**src/rtl/core/ssc_pkg.sv**
```systemverilog
// ----------------------------------------------------------------------------
// Staggered seven-segment counters: shared definitions
// Digit count, field widths, register indexes and the segment code table.
// ----------------------------------------------------------------------------
`default_nettype none

package ssc_pkg;

  // Number of digits in the display chain.
  localparam int unsigned DIGITS = 9;

  // Field widths.
  localparam int unsigned TIME_W   = 32;
  localparam int unsigned BASE_W   = 16;
  localparam int unsigned STEP_W   = 12;
  localparam int unsigned CFG_W    = 16;
  localparam int unsigned PAT_W    = 8;
  localparam int unsigned POS_W    = 4;
  localparam int unsigned CNT_W    = 4;
  localparam int unsigned REG_IDX_W = 1;

  // The largest period is base plus eight steps, which fits in 17 bits.
  localparam int unsigned PERIOD_W = 17;

  // Register indexes of the configuration port.
  localparam logic [REG_IDX_W-1:0] REG_BASE_PERIOD = 1'd0;
  localparam logic [REG_IDX_W-1:0] REG_PERIOD_STEP = 1'd1;

  // Register reset values.
  localparam logic [BASE_W-1:0] BASE_RESET = 16'd500;
  localparam logic [STEP_W-1:0] STEP_RESET = 12'd100;

  // Highest decimal count; the counter wraps back to zero after it.
  localparam logic [CNT_W-1:0] COUNT_MAX = 4'd9;

  // Reset patterns repeat the codes of 1 to 9 along the chain.
  localparam int unsigned RESET_CYCLE = 9;

  // Segment byte (dp g f e d c b a) for a decimal count.
  function automatic logic [PAT_W-1:0] seg_code(input logic [CNT_W-1:0] count);
    logic [PAT_W-1:0] code;
    unique case (count)
      4'd0:    code = 8'b0011_1111;
      4'd1:    code = 8'b0000_0110;
      4'd2:    code = 8'b0101_1011;
      4'd3:    code = 8'b0100_1111;
      4'd4:    code = 8'b0110_0110;
      4'd5:    code = 8'b0110_1101;
      4'd6:    code = 8'b0111_1101;
      4'd7:    code = 8'b0000_0111;
      4'd8:    code = 8'b0111_1111;
      4'd9:    code = 8'b0110_1111;
      default: code = 8'b0011_1111;
    endcase
    return code;
  endfunction

endpackage

`default_nettype wire

```
**src/rtl/core/staggered_seven_segment_counters_unit.sv**
```systemverilog
// A request is scanned one digit per cycle once it has been accepted;
// the first byte of a frame is offered on the cycle after the scan ends.
// A new request is accepted only when the unit is idle again: after the scan if no
// digit changed, else once the receiver has taken the last byte of the frame.
// The digit rings rotate once per scanned digit and once per delivered byte.
// Reset clears all counts and times and loads the codes of 1 to 9; no clearing pass.
// ----------------------------------------------------------------------------
// Staggered seven-segment counters unit
// Keeps a time stamp, a decimal count and a shown pattern per digit in
// rotating shift registers, updates the digits that are due and sends the
// whole pattern chain as one frame of bytes when any digit changed.
// ----------------------------------------------------------------------------
`default_nettype none

module staggered_seven_segment_counters_unit (
  input  wire logic                                clk_i,
  input  wire logic                                rst_ni,
  // Configuration write port
  input  wire logic                                cfg_we_i,
  input  wire logic [ssc_pkg::REG_IDX_W-1:0]       cfg_addr_i,
  input  wire logic [ssc_pkg::CFG_W-1:0]           cfg_wdata_i,
  // Time request channel
  input  wire logic                                in_valid_i,
  output logic                                     in_ready_o,
  input  wire logic [ssc_pkg::TIME_W-1:0]          now_ms_i,
  // Pattern byte channel
  output logic                                     out_valid_o,
  input  wire logic                                out_ready_i,
  output logic [ssc_pkg::PAT_W-1:0]                pattern_o,
  output logic [ssc_pkg::POS_W-1:0]                position_o,
  output logic                                     last_o
);

  typedef enum logic [1:0] {
    ST_IDLE,
    ST_SCAN,
    ST_SEND
  } state_e;

  localparam logic [ssc_pkg::POS_W-1:0] LAST_POS = ssc_pkg::POS_W'(ssc_pkg::DIGITS - 1);

  state_e                              state_q;
  logic [ssc_pkg::POS_W-1:0]           idx_q;
  logic                                any_q;
  logic [ssc_pkg::TIME_W-1:0]          now_q;
  logic [ssc_pkg::PERIOD_W-1:0]        period_q;
  logic [ssc_pkg::BASE_W-1:0]          base_q;
  logic [ssc_pkg::STEP_W-1:0]          step_q;

  // Digit rings: entry 0 is the digit being worked on.
  logic [ssc_pkg::TIME_W-1:0]          lc_q  [ssc_pkg::DIGITS];
  logic [ssc_pkg::CNT_W-1:0]           cnt_q [ssc_pkg::DIGITS];
  logic [ssc_pkg::PAT_W-1:0]           pat_q [ssc_pkg::DIGITS];

  logic                                in_acc;
  logic                                out_acc;
  logic [ssc_pkg::TIME_W-1:0]          elapsed;
  logic                                due;
  logic [ssc_pkg::CNT_W-1:0]           cnt_clamp;
  logic [ssc_pkg::CNT_W-1:0]           cnt_next;
  logic [ssc_pkg::TIME_W-1:0]          head_lc_d;
  logic [ssc_pkg::CNT_W-1:0]           head_cnt_d;
  logic [ssc_pkg::PAT_W-1:0]           head_pat_d;
  logic                                rotate;

  assign in_acc  = in_valid_i && in_ready_o;
  assign out_acc = out_valid_o && out_ready_i;

  // Due check and update of the head digit.
  always_comb begin
    elapsed    = now_q - lc_q[0];
    due        = elapsed >= ssc_pkg::TIME_W'(period_q);
    cnt_clamp  = (cnt_q[0] > ssc_pkg::COUNT_MAX) ? '0 : cnt_q[0];
    cnt_next   = (cnt_clamp == ssc_pkg::COUNT_MAX) ? '0 : cnt_clamp + 1'b1;
    head_lc_d  = lc_q[0];
    head_cnt_d = cnt_q[0];
    head_pat_d = pat_q[0];
    if (state_q == ST_SCAN && due) begin
      head_lc_d  = now_q;
      head_cnt_d = cnt_next;
      head_pat_d = ssc_pkg::seg_code(cnt_clamp);
    end
  end

  // The rings advance once per scanned digit and once per delivered byte.
  assign rotate = (state_q == ST_SCAN) || out_acc;

  // Configuration registers.
  always_ff @(posedge clk_i or negedge rst_ni) begin
    if (!rst_ni) begin
      base_q <= ssc_pkg::BASE_RESET;
      step_q <= ssc_pkg::STEP_RESET;
    end else if (cfg_we_i) begin
      unique case (cfg_addr_i)
        ssc_pkg::REG_BASE_PERIOD: base_q <= cfg_wdata_i[ssc_pkg::BASE_W-1:0];
        ssc_pkg::REG_PERIOD_STEP: step_q <= cfg_wdata_i[ssc_pkg::STEP_W-1:0];
        default: ;
      endcase
    end
  end

  // Digit rings.
  always_ff @(posedge clk_i or negedge rst_ni) begin
    if (!rst_ni) begin
      for (int k = 0; k < ssc_pkg::DIGITS; k++) begin
        lc_q[k]  <= '0;
        cnt_q[k] <= '0;
        pat_q[k] <= ssc_pkg::seg_code(ssc_pkg::CNT_W'((k % ssc_pkg::RESET_CYCLE) + 1));
      end
    end else if (rotate) begin
      for (int k = 0; k < ssc_pkg::DIGITS - 1; k++) begin
        lc_q[k]  <= lc_q[k+1];
        cnt_q[k] <= cnt_q[k+1];
        pat_q[k] <= pat_q[k+1];
      end
      lc_q[ssc_pkg::DIGITS-1]  <= head_lc_d;
      cnt_q[ssc_pkg::DIGITS-1] <= head_cnt_d;
      pat_q[ssc_pkg::DIGITS-1] <= head_pat_d;
    end
  end

  // Sequencer: accept a time, scan the digits, then send the frame.
  always_ff @(posedge clk_i or negedge rst_ni) begin
    if (!rst_ni) begin
      state_q  <= ST_IDLE;
      idx_q    <= '0;
      any_q    <= 1'b0;
      now_q    <= '0;
      period_q <= '0;
    end else begin
      unique case (state_q)
        ST_IDLE: begin
          if (in_acc) begin
            state_q  <= ST_SCAN;
            idx_q    <= '0;
            any_q    <= 1'b0;
            now_q    <= now_ms_i;
            period_q <= ssc_pkg::PERIOD_W'(base_q);
          end
        end
        ST_SCAN: begin
          period_q <= period_q + ssc_pkg::PERIOD_W'(step_q);
          if (idx_q == LAST_POS) begin
            idx_q   <= '0;
            state_q <= (any_q || due) ? ST_SEND : ST_IDLE;
          end else begin
            idx_q <= idx_q + 1'b1;
            any_q <= any_q || due;
          end
        end
        ST_SEND: begin
          if (out_acc) begin
            if (idx_q == LAST_POS) begin
              idx_q   <= '0;
              state_q <= ST_IDLE;
            end else begin
              idx_q <= idx_q + 1'b1;
            end
          end
        end
        default: state_q <= ST_IDLE;
      endcase
    end
  end

  assign in_ready_o  = (state_q == ST_IDLE);
  assign out_valid_o = (state_q == ST_SEND);
  assign pattern_o   = pat_q[0];
  assign position_o  = idx_q;
  assign last_o      = (idx_q == LAST_POS);

  // A frame never overlaps the acceptance of a new request.
  a_no_overlap: assert property (@(posedge clk_i) disable iff (!rst_ni)
    in_ready_o |-> !out_valid_o)
    else $error("request channel ready while a frame is pending");

  // A request is always scanned before any byte is offered.
  a_scan_first: assert property (@(posedge clk_i) disable iff (!rst_ni)
    in_acc |=> !out_valid_o)
    else $error("byte offered right after request acceptance");

  // Bytes of a frame come in order of position.
  a_pos_order: assert property (@(posedge clk_i) disable iff (!rst_ni)
    (out_acc && !last_o) |=> (out_valid_o && position_o == $past(position_o) + 1'b1))
    else $error("frame byte positions out of order");

  // After the final byte the unit is ready for the next request.
  a_frame_end: assert property (@(posedge clk_i) disable iff (!rst_ni)
    (out_acc && last_o) |=> in_ready_o)
    else $error("unit not ready after frame end");

endmodule

`default_nettype wire

```
**config.mk**
```make
export PLATFORM = sky130hd
export DESIGN_NAME = staggered_seven_segment_counters_unit
export DESIGN_NICKNAME = d
export VERILOG_FILES = /design/src/rtl/core/ssc_pkg.sv /design/src/rtl/core/staggered_seven_segment_counters_unit.sv
export SDC_FILE = /design/constraint.sdc
export NUM_CORES = 1
export LEC_CHECK = 0
export BUFFER_PORTS_ARGS = -buffer_cell sky130_fd_sc_hd__buf_2
export CAP_MARGIN = 5
export CORE_UTILIZATION = 60
export CTS_BUF_LIST = sky130_fd_sc_hd__clkbuf_4
export DETAILED_ROUTE_END_ITERATION = 10
export GPL_TIMING_DRIVEN = 0
export PLACE_DENSITY = 0.77
export SLEW_MARGIN = 20
export SYNTH_ARGS = -nofsm -noshare
export SYNTH_HDL_FRONTEND = slang
export SYNTH_SLANG_ARGS = --single-unit
```
**constraint.sdc**
```tcl
create_clock -name clk_i -period 4.7 [get_ports clk_i]
set_input_delay 0.235 -clock clk_i [delete_from_list [all_inputs] [get_ports clk_i]]
set_output_delay 0.235 -clock clk_i [all_outputs]
set_load 0.02 [all_outputs]
```
======== Word-level counts from Yosys, hierarchy flattened ========
Memories as Yosys holds them, arrays and structs flattened.
Cells that the tools add are included.
storage, ports and cells
  bits in registers ....................... 480
  latch bits .............................. 0
  memory bits (writable) .................. 0
  ROM bits ................................ 112
  input port bits ......................... 54
  output and inout port bits .............. 15
  memories ................................ 1
cells by class
  add/subtract/negate cells ............... 4
  $mul .................................... 0
  div/mod/pow operators ................... 0
  magnitude comparators ................... 2
  equal/unequal tests ..................... 9
  shifts and indexed selects .............. 0
  mux-type cells .......................... 20
  bitwise logic cells ..................... 1
  reductions and logical operators ........ 15
memory list
  name              words  bits a word  read ports  clocked after Yosys merged registers in  write ports  line           source
  (name not given)  16     7            1           0                                        0            ssc_pkg.sv:42  unique case (count)
operator list
  kind                 count
  $pmux 17 s2          1
  $ge 32x17->1         1
  $mux 32              1
  $sub 32x32->32       1
  $mux 4               6
  $add 17x12->17       1
  $mux 17              1
  $pmux 4 s3           1
  $mux 2               5
  $add 4x1->4 const B  2
  $eq 4x4->1 const B   2
  $mux 8               1
  $reduce_and 2->1     4
  $ne 2x1->1 const B   3
  $pmux 2 s3           1
  $reduce_and 3->1     2
  $gt 4x4->1 const B   1
  $ne 2x2->1 const B   2
  $reduce_and 4->1     1
  $logic_and 1x1->1    3
  $reduce_bool 3->1    1
  $eq 2x1->1 const B   1
  $eq 2x2->1 const B   1
  $logic_not 2->1      1
  5 further kinds      7

======== Longest topological paths before layout ========
Gate-level depths: netlist (run 1).
  depth in word-level cells ............... 6
  mapped depth ............................ 23
  depth with buffers taken out ............ 21

======== Worst setup path before layout (run 1) ========
OpenSTA, ideal clock, no wires.
  path type ............................... register -> register
  start point ............................. reg lc_q[256] (netlist name)
  end point ............................... reg cnt_q[2] (netlist name)
  setup time .............................. 0.126 ns
  arrival ................................. 3.957 ns
  required time ........................... 4.574 ns
  setup slack ............................. 0.617 ns
  cell stages (with the launch flop) ...... 20
  path buffers ............................ 1
  path through ............................ dfrtp_1 > ha_1 > fa_1 > nand2b_1 > a21oi_2 > o211ai_2 > o21a_1 > o21a_1 > xnor2_1 > ha_1 > a21o_1 > nor3_1 > nand2_1 > nor4_1 > nand4_1 > a2111oi_4 > and4_1 > buf_4 > a211oi_1 > a221o_1
between the ends
  longest elaborated chain between the ends .. 4
ends and longest elaborated chain
  item                             line                                          source
  start, declared                  staggered_seven_segment_counters_unit.sv:51   logic [ssc_pkg::TIME_W-1:0] lc_q [ssc_pkg::DIGITS];
  start signal, assigned by index  staggered_seven_segment_counters_unit.sv:112  lc_q[k] <= lc_q[k+1];
  start signal, assigned by index  staggered_seven_segment_counters_unit.sv:116  lc_q[ssc_pkg::DIGITS-1] <= head_lc_d;
  $sub 32x32->32                   staggered_seven_segment_counters_unit.sv:71   elapsed = now_q - lc_q[0];
  $ge 32x17->1                     staggered_seven_segment_counters_unit.sv:72   due = elapsed >= ssc_pkg::TIME_W'(period_q);
  $logic_and 1x1->1                staggered_seven_segment_counters_unit.sv:78   if (state_q == ST_SCAN && due) begin
  $mux 4                           staggered_seven_segment_counters_unit.sv:78
  end signal, assigned by index    staggered_seven_segment_counters_unit.sv:113  cnt_q[k] <= cnt_q[k+1];
  end signal, assigned by index    staggered_seven_segment_counters_unit.sv:117  cnt_q[ssc_pkg::DIGITS-1] <= head_cnt_d;
  end, declared                    staggered_seven_segment_counters_unit.sv:52   logic [ssc_pkg::CNT_W-1:0] cnt_q [ssc_pkg::DIGITS];
Every way passes these cells.
A chain may end at the register's enable or synchronous reset.

======== Worst setup path after layout (run 1) ========
  start point ............................. reg lc_q[256] (netlist name)
  end point ............................... reg lc_q[7] (netlist name)
between the ends
  longest elaborated chain between the ends .. 4
ends and longest elaborated chain
  item               line
  $sub 32x32->32     staggered_seven_segment_counters_unit.sv:71
  $ge 32x17->1       staggered_seven_segment_counters_unit.sv:72
  $logic_and 1x1->1  staggered_seven_segment_counters_unit.sv:78
  $mux 32            staggered_seven_segment_counters_unit.sv:78
Every way passes these cells.

==> impl_metrics.env, run 1 <==
export IMPL_ys_flop_type="dfrtp_1"
export IMPL_post_synth_top_area_fraction_pct=48.12
export IMPL_reg2reg_to="lc_q[7]"
export IMPL_dr_total_vias=15170
export IMPL_grt_pass1_wl_um=83130
export IMPL_clock_fmax_ghz=0.2195
export IMPL_yosysWarnings=0
export IMPL_p_leak_nw=11.35
export IMPL_vias_per_cell=5.810
export IMPL_status="complete, no violations"
export IMPL_hold_viol=0
export IMPL_nets=2176
export IMPL_arrival_ps=5280
export IMPL_ir_drop_uv=440.1
export IMPL_synth_seq_cells=480
export IMPL_syn_area_per_cell_um2=12.51
export IMPL_synth_common_cells="dfrtp_1, mux2_2, nand2_1, clkbuf_1, ha_1"
export IMPL_fill_cells=2575
export IMPL_drc=0
export IMPL_async_reset_ff_share_pct=100.0
export IMPL_min_from="cfg_we_i"
export IMPL_ys_top_cells_by_area="dfrtp_1, mux2_2, dfstp_2"
export IMPL_drv_slew=0
export IMPL_core_rowCount=70
export IMPL_fin_crit_sh_pct=96.94
export IMPL_crit_fanout=10
export IMPL_grt_total_usage_pct=27.89
export IMPL_cts_made_buffers=120
export IMPL_reg2reg_slack_ps=140
export IMPL_slew_headroom_pct=35.60
export IMPL_syn_nets=1908
export IMPL_gr_total_overflow=0
export IMPL_post_route_min_period_ps=4556
export IMPL_antenna_found_initial=1
export IMPL_drtAntennaViolNets=0
export IMPL_path_clk_slew_ps=60
export IMPL_power_mw=22.05
export IMPL_placed_cell_area_um2=23330
export IMPL_powerDensity_nw_per_um2=855.9
export IMPL_first_iter_violations=748
export IMPL_pwr_share_seq_pct=34.1
export IMPL_dieArea_um2=37870
export IMPL_critPathKind="reg -> reg"
export IMPL_worst_pin_slew_ps=966.0
export IMPL_placedCellCount=2320
export IMPL_reg2regPathDepth=21
export IMPL_fin_area_um2=25760
export IMPL_hold_depth=4
export IMPL_drive_above_1_share_pct=37.65
export IMPL_drt_total_wl_um=50750
export IMPL_end_kind="flip-flop"
export IMPL_grt_pass1_vias=16076
export IMPL_worstHoldPathType="in -> reg"
export IMPL_hold_ws_ps=162.8
export IMPL_cp_data_required_time_ps=5420
export IMPL_synth_most_common_cell="dfrtp_1"
export IMPL_post_synth_num_cell_types=76
export IMPL_initial_core_util_pct=60.94
export IMPL_cts_htree_levels=3
export IMPL_area_growth_pct=15.74
export IMPL_ios=69
export IMPL_dr_pass1_iters=5
export IMPL_cts_root_buf="clkbuf_4"
export IMPL_finalSetupViolations=0
export IMPL_grt_max_degree=105
export IMPL_clock_latency_ps=830
export IMPL_maxCapViolCount=0
export IMPL_crit_reg2reg_launch="lc_q[256]"
export IMPL_port_buffers=68
export IMPL_fin_cells=2611
export IMPL_tritoncts="done"
export IMPL_combPwrFrac_pct=50.3
export IMPL_p_int_mw=13.23
export IMPL_fin_skew_ps=65.27
export IMPL_p_sw_share_pct=40.01
export IMPL_hpwl_um=35010
export IMPL_yosysTopAreaCell="dfrtp_1"
export IMPL_clockBufferDepth=3
export IMPL_fin_setup_tns_ps=0
export IMPL_synth_edf_count=0
export IMPL_rsz0062_at_grt="true"
export IMPL_fp_dieH_um=194.6
export IMPL_place_gp_congestion=0.8839
export IMPL_pre_cts_slack_ps=-629.7
export IMPL_fin_util_pct=70.53
export IMPL_synth_seq_area_share_pct=54.26
export IMPL_syn_inst=1779
export IMPL_switching_power_mw=8.821
export IMPL_core_area_um2=36520
export IMPL_critPathLaunchType="flip-flop"
export IMPL_die_w_um=194.6
export IMPL_wire_per_inst_um=19.44
export IMPL_holdPathEnd="base_q[1]"
export IMPL_clkPwrFrac_pct=15.7
export IMPL_netlist_area_um2=22260
export IMPL_clock_sinks=480
export IMPL_worst_slack_ps=143.7
[layout by cell type, fill, tap and decap left out, types with 18 or more instances in the layout]
| cell type | n |
|---|---|
| a211oi_1 | 22 |
| dlygate4sd3_1 | 60 |
| nand3_1 | 35 |
| clkbuf_4 | 172 |
| mux2_2 | 414 |
| buf_4 | 21 |
| nand2_1 | 89 |
| o21ai_0 | 57 |
| nor2_1 | 69 |
| clkinv_1 | 29 |
| a21oi_1 | 70 |
| clkbuf_1 | 75 |
| dfrtp_1 | 427 |
| dfstp_2 | 52 |
| inv_1 | 69 |
| buf_2 | 73 |
| o21ai_1 | 18 |
| a31oi_1 | 29 |
| a21o_1 | 21 |
| ha_1 | 71 |
[metal layers]
layer  up-vias  part of all wire [%]  wire [µm]  global-route usage (%)
met3       106                   4.6       2331                   4.997
met5         -                     0          0                       0
li1       7000                     -          -                       -
met1      7658                    43      22020                   36.01
met2       406                    49      25030                   47.02
met4         0                   2.7       1358                   10.64
[cell families after synthesis]
logic type | synth area share (%)
XOR/XNOR | 1.062
buffers and inverters | 3.126
AO/OA/AOI/OAI | 9.434
multiplexers | 21.53
AND/OR/NAND/NOR | 6.302
adder cells (fa/ha/maj) | 4.284
flip-flops | 54.26
[flip-flops by register name (all words and copies together), names as in the netlist, 8 cells and up]
signal,count
cnt_q,36
pat_q,64
lc_q,288
period_q,17
base_q,16
step_q,12
pattern_o,8
now_q,32
[critical path: stages, from the launching register on]
cell and delay [ps]:
dfrtp_1 410, ha_2 210, fa_2 350, nand2b_4 160, a21oi_4 160, o211ai_4 120, o21a_1 230, o21a_1 210
xnor2_2 140, ha_1 310, nand4_1 200, nor4_2 70, o41ai_2 70, a21oi_2 130, nor4_1 200, nand4_1 190
a2111oi_4 340, and4_4 330, buf_6 160, buf_8 140, nand3_1 80, a31oi_1 210
[power by group through the flow]
stage	Combinational (mW)	Clock [mW]	Sequential, mW
6_report	11.1	3.45	7.51
5_1_grt	12.1	3.77	7.74
4_1_cts	10.8	3.55	7.49
3_5_place_dp	10.6	0	7.56
3_3_place_gp	10.2	0	7.45
2_1_floorplan	8.19	0	7.04
[layout make-up]
| cell class | instances | area (µm²) | share of cell area [%] |
|---|---|---|---|
| Tap cell | 468 | 585.6 | 2.273 |
| Multi-Input combinational cell | 1130 | 9605 | 37.29 |
| Sequential cell | 480 | 12080 | 46.89 |
| Clock inverter | 44 | 235.2 | 0.9132 |
| Timing Repair Buffer | 147 | 1235 | 4.794 |
| Buffer | 98 | 461.7 | 1.792 |
| Clock buffer | 172 | 1291 | 5.013 |
| Inverter | 70 | 262.8 | 1.020 |
| Antenna cell | 2 | 5.005 | 0.01943 |
[repair_timing]
item                                   4_1_cts  5_1_grt
hold buffers                                60        0
endpoints found under the hold margin      329        0
setup endpoints to repair                   43       43
setup buffers                                7        5
pin swaps                                   14       17
cloned                                       1        1
gates resized for setup                     20       20
[worst max-delay path by stage]
stage	startpoint	endpoint	slack (ps)
2_1_floorplan	lc_q[256]	cnt_q[2]	620
4_1_cts	lc_q[256]	lc_q[5]	6
3_5_place_dp	lc_q[256]	lc_q[7]	-630
5_1_grt	now_q[0]	lc_q[7]	-30
6_report	lc_q[256]	lc_q[7]	140
3_3_place_gp	rst_ni	lc_q[135]	-5830
(Power assumes the default switching activity.)
==> inputs of run 2 (changes only) <==
--- a/config.mk
+++ b/config.mk
@@ -7,11 +7,11 @@
 export LEC_CHECK = 0
 export BUFFER_PORTS_ARGS = -buffer_cell sky130_fd_sc_hd__buf_2
 export CAP_MARGIN = 5
-export CORE_UTILIZATION = 60
+export CORE_ASPECT_RATIO = 1.25
+export CORE_UTILIZATION = 28
 export CTS_BUF_LIST = sky130_fd_sc_hd__clkbuf_4
 export DETAILED_ROUTE_END_ITERATION = 10
 export GPL_TIMING_DRIVEN = 0
-export PLACE_DENSITY = 0.77
 export SLEW_MARGIN = 20
 export SYNTH_ARGS = -nofsm -noshare
 export SYNTH_HDL_FRONTEND = slang
==> constraint.sdc (replaced) <==
create_clock -name clk_i -period 4.2 [get_ports clk_i]
set_input_delay 0.21 -clock clk_i [delete_from_list [all_inputs] [get_ports clk_i]]
set_output_delay 0.21 -clock clk_i [all_outputs]
set_load 0.02 [all_outputs]
==> impl_metrics.env, run 2 (synthesized netlist as in run 1, its figures left out) <==
export IMPL_status="finished, violations left"
export IMPL_violations="negative setup slack"
export IMPL_antenna_found_initial=1
export IMPL_reg2reg_to="lc_q[23]"
export IMPL_dieArea_um2=80630
export IMPL_drv_slew=0
export IMPL_fin_area_um2=26820
export IMPL_vias_per_cell=4.749
export IMPL_largest_reg_flops=288
export IMPL_pwr_share_seq_pct=33.7
export IMPL_critical_path_top_delay_family="compound AO/OA/AOI/OAI gates"
export IMPL_fill_cells=7879
export IMPL_grt_total_usage_pct=13.62
export IMPL_endpoint="lc_q[23]"
export IMPL_gr_total_overflow=0
export IMPL_reg2regPathDepth=24
export IMPL_drive_above_1_share_pct=38.99
export IMPL_end_kind="flip-flop"
export IMPL_power_mw=25.06
export IMPL_grt_pass1_vias=15837
export IMPL_clkPwrFrac_pct=15.1
export IMPL_crit_buf_inv=5
export IMPL_cts_root_buf="clkbuf_4"
export IMPL_crit_fanout=6
export IMPL_fin_crit_sh_pct=115.8
export IMPL_largestRegisters="lc_q: 288 flops, pat_q: 64 flops, cnt_q: 36 flops"
export IMPL_drc=0
export IMPL_port_buffers=68
export IMPL_worst_pin_slew_ps=1088
export IMPL_tritoncts="done"
export IMPL_drt_total_wl_um=54360
export IMPL_path_clk_slew_ps=70
export IMPL_mostFrequentLayoutCell="dfrtp_1"
export IMPL_ios=69
export IMPL_slowest_delay_ps=420
export IMPL_crit_chain="inv_1, ha_2, fa_2, nand2b_4, a21oi_4, o211ai_2, o21a_1, o21a_1, xnor2_2, ha_1, nand4_1, nor4_2, o41ai_2, a21oi_2, buf_6, nor4_4, nand4_1, a2111oi_4, and4_1, buf_6, a31oi_4, buf_12, buf_8, a2bb2oi_2"
export IMPL_crit_slowest_cell="dfrtp_1"
export IMPL_critPathKind="reg -> reg"
export IMPL_critPathLaunchType="flip-flop"
export IMPL_combPwrFrac_pct=51.2
export IMPL_core_rowCount=115
export IMPL_rsz0062_at_grt="true"
export IMPL_dr_total_vias=15231
export IMPL_nets=2190
export IMPL_drtAntennaViolNets=0
export IMPL_cts_htree_levels=3
export IMPL_fp_dieH_um=317.2
export IMPL_dr_pass1_iters=5
export IMPL_p_int_mw=14.86
export IMPL_clock_fmax_ghz=0.2056
export IMPL_placed_cell_area_um2=24030
export IMPL_wire_per_inst_um=16.95
export IMPL_ff_latch_area_um2=12080
export IMPL_grt_max_degree=105
export IMPL_crit_reg2reg_launch="now_q[0]"
export IMPL_finalSetupViolations=46
export IMPL_multiInputGateArea_um2=9762
export IMPL_arrival_ps=5640
export IMPL_reg2reg_slack_ps=-660
export IMPL_post_route_min_period_ps=4864
export IMPL_worstHoldPathType="in -> reg"
export IMPL_switching_power_mw=10.20
export IMPL_largest_register="lc_q"
export IMPL_final_cell_mix="dfrtp_1, mux2_2, clkbuf_4, nand2_1, clkbuf_1"
export IMPL_clock_latency_ps=920
export IMPL_fin_skew_ps=84.51
export IMPL_cts_made_buffers=113
export IMPL_cp_num_cells=24
export IMPL_hold_viol=0
export IMPL_ir_drop_uv=451.2
export IMPL_startpoint="now_q[0]"
export IMPL_worst_slack_ps=-663.6
export IMPL_clockBufferDepth=3
export IMPL_core_area_um2=78710
export IMPL_initial_core_util_pct=28.28
export IMPL_area_growth_pct=20.50
export IMPL_clock_sinks=480
export IMPL_cp_data_required_time_ps=4970
export IMPL_powerDensity_nw_per_um2=934.3
export IMPL_grt_pass1_wl_um=86170
export IMPL_slew_headroom_pct=27.20
export IMPL_p_sw_share_pct=40.70
export IMPL_p_leak_nw=11.48
export IMPL_die_w_um=254.2
export IMPL_maxCapViolCount=0
export IMPL_place_gp_congestion=0.9098
export IMPL_hpwl_um=38020
export IMPL_first_iter_violations=842
## run 2: cell types whose count changed in the layout (fill, tap and decap cells not counted), sizes merged
cell         delta
buf            +15
bufinv          -1
dlygate4sd3     +7
clkinvlp        +2
clkinv          -4
inv             -1
clkbuf          -7
## run 2: cell type report
cell class                      count  area share, %
Timing Repair Buffer              167          5.463
Sequential cell                   480          45.03
Multi-Input combinational cell   1130          36.40
Clock inverter                     40         0.7558
Inverter                           70         0.9798
Antenna cell                        2        0.01866
Clock buffer                      166          4.647
Tap cell                         1053          4.913
Buffer                             99          1.792
## run 2: how the worst min path moves through the flow
stage               cells after the start  slack, ps      startpoint         to
global placement                        2        450    now_ms_i[29]  now_q[29]
finish                                  3        110    now_ms_i[28]  now_q[28]
detailed placement                      1        270          rst_ni  pat_q[40]
global route                            3         80  cfg_wdata_i[3]  step_q[3]
CTS                                     3         20    now_ms_i[29]  now_q[29]
floorplan                               0        -90          rst_ni      any_q
## run 2: per-stage QoR
step	setup WS [ps]	cells	hold WS, ps	utilization [%]	setup TNS [ps]
finish	-663.6	3207	111.8	34.07	-23790
global route	-816.4	3207	80.14	34.07	-32290
CTS	-553.6	3194	19.58	33.67	-20670
detailed placement	-1222	2904	269.0	30.54	-41900
global placement	-6430	2900	447.4	30.38	-2944410
floorplan	116.7	1779	-85.59	-	0
## run 2: power by group through the flow
stage | clock network (mW) | logic, mW | registers [mW]
after floorplan | 0 | 9.17 | 7.88
after global placement | 0 | 11.6 | 8.41
after detailed placement | 0 | 11.9 | 8.51
after CTS | 3.92 | 12.4 | 8.44
after global routing | 4.16 | 14.0 | 8.72
final | 3.77 | 12.8 | 8.44
## run 2: per-layer routing
metal	track usage, %	wire length (µm)	up-vias
met1	16.24	22960	7760
met3	2.202	1888	106
met4	6.476	1798	0
li1	-	-	7014
met2	23.85	27720	351
met5	0	0	-
## run 2: worst register-to-register path: stages, from the launching register on
cell	delay (ps)
dfrtp_1	420
inv_1	70
ha_2	200
fa_2	390
nand2b_4	160
a21oi_4	140
o211ai_2	140
o21a_1	250
o21a_1	230
xnor2_2	150
ha_1	310
nand4_1	230
nor4_2	370
o41ai_2	140
a21oi_2	140
buf_6	140
nor4_4	40
nand4_1	150
a2111oi_4	60
and4_1	230
buf_6	150
a31oi_4	210
buf_12	150
buf_8	130
a2bb2oi_2	130
## run 2: what timing repair did
item | in CTS | in global routing
endpoints found under the hold margin | 314 | 0
pin swaps | 18 | 37
setup endpoints to repair | 46 | 82
setup buffers | 14 | 12
hold buffers | 68 | 0
cloned | 2 | 0
resized for setup | 33 | 43
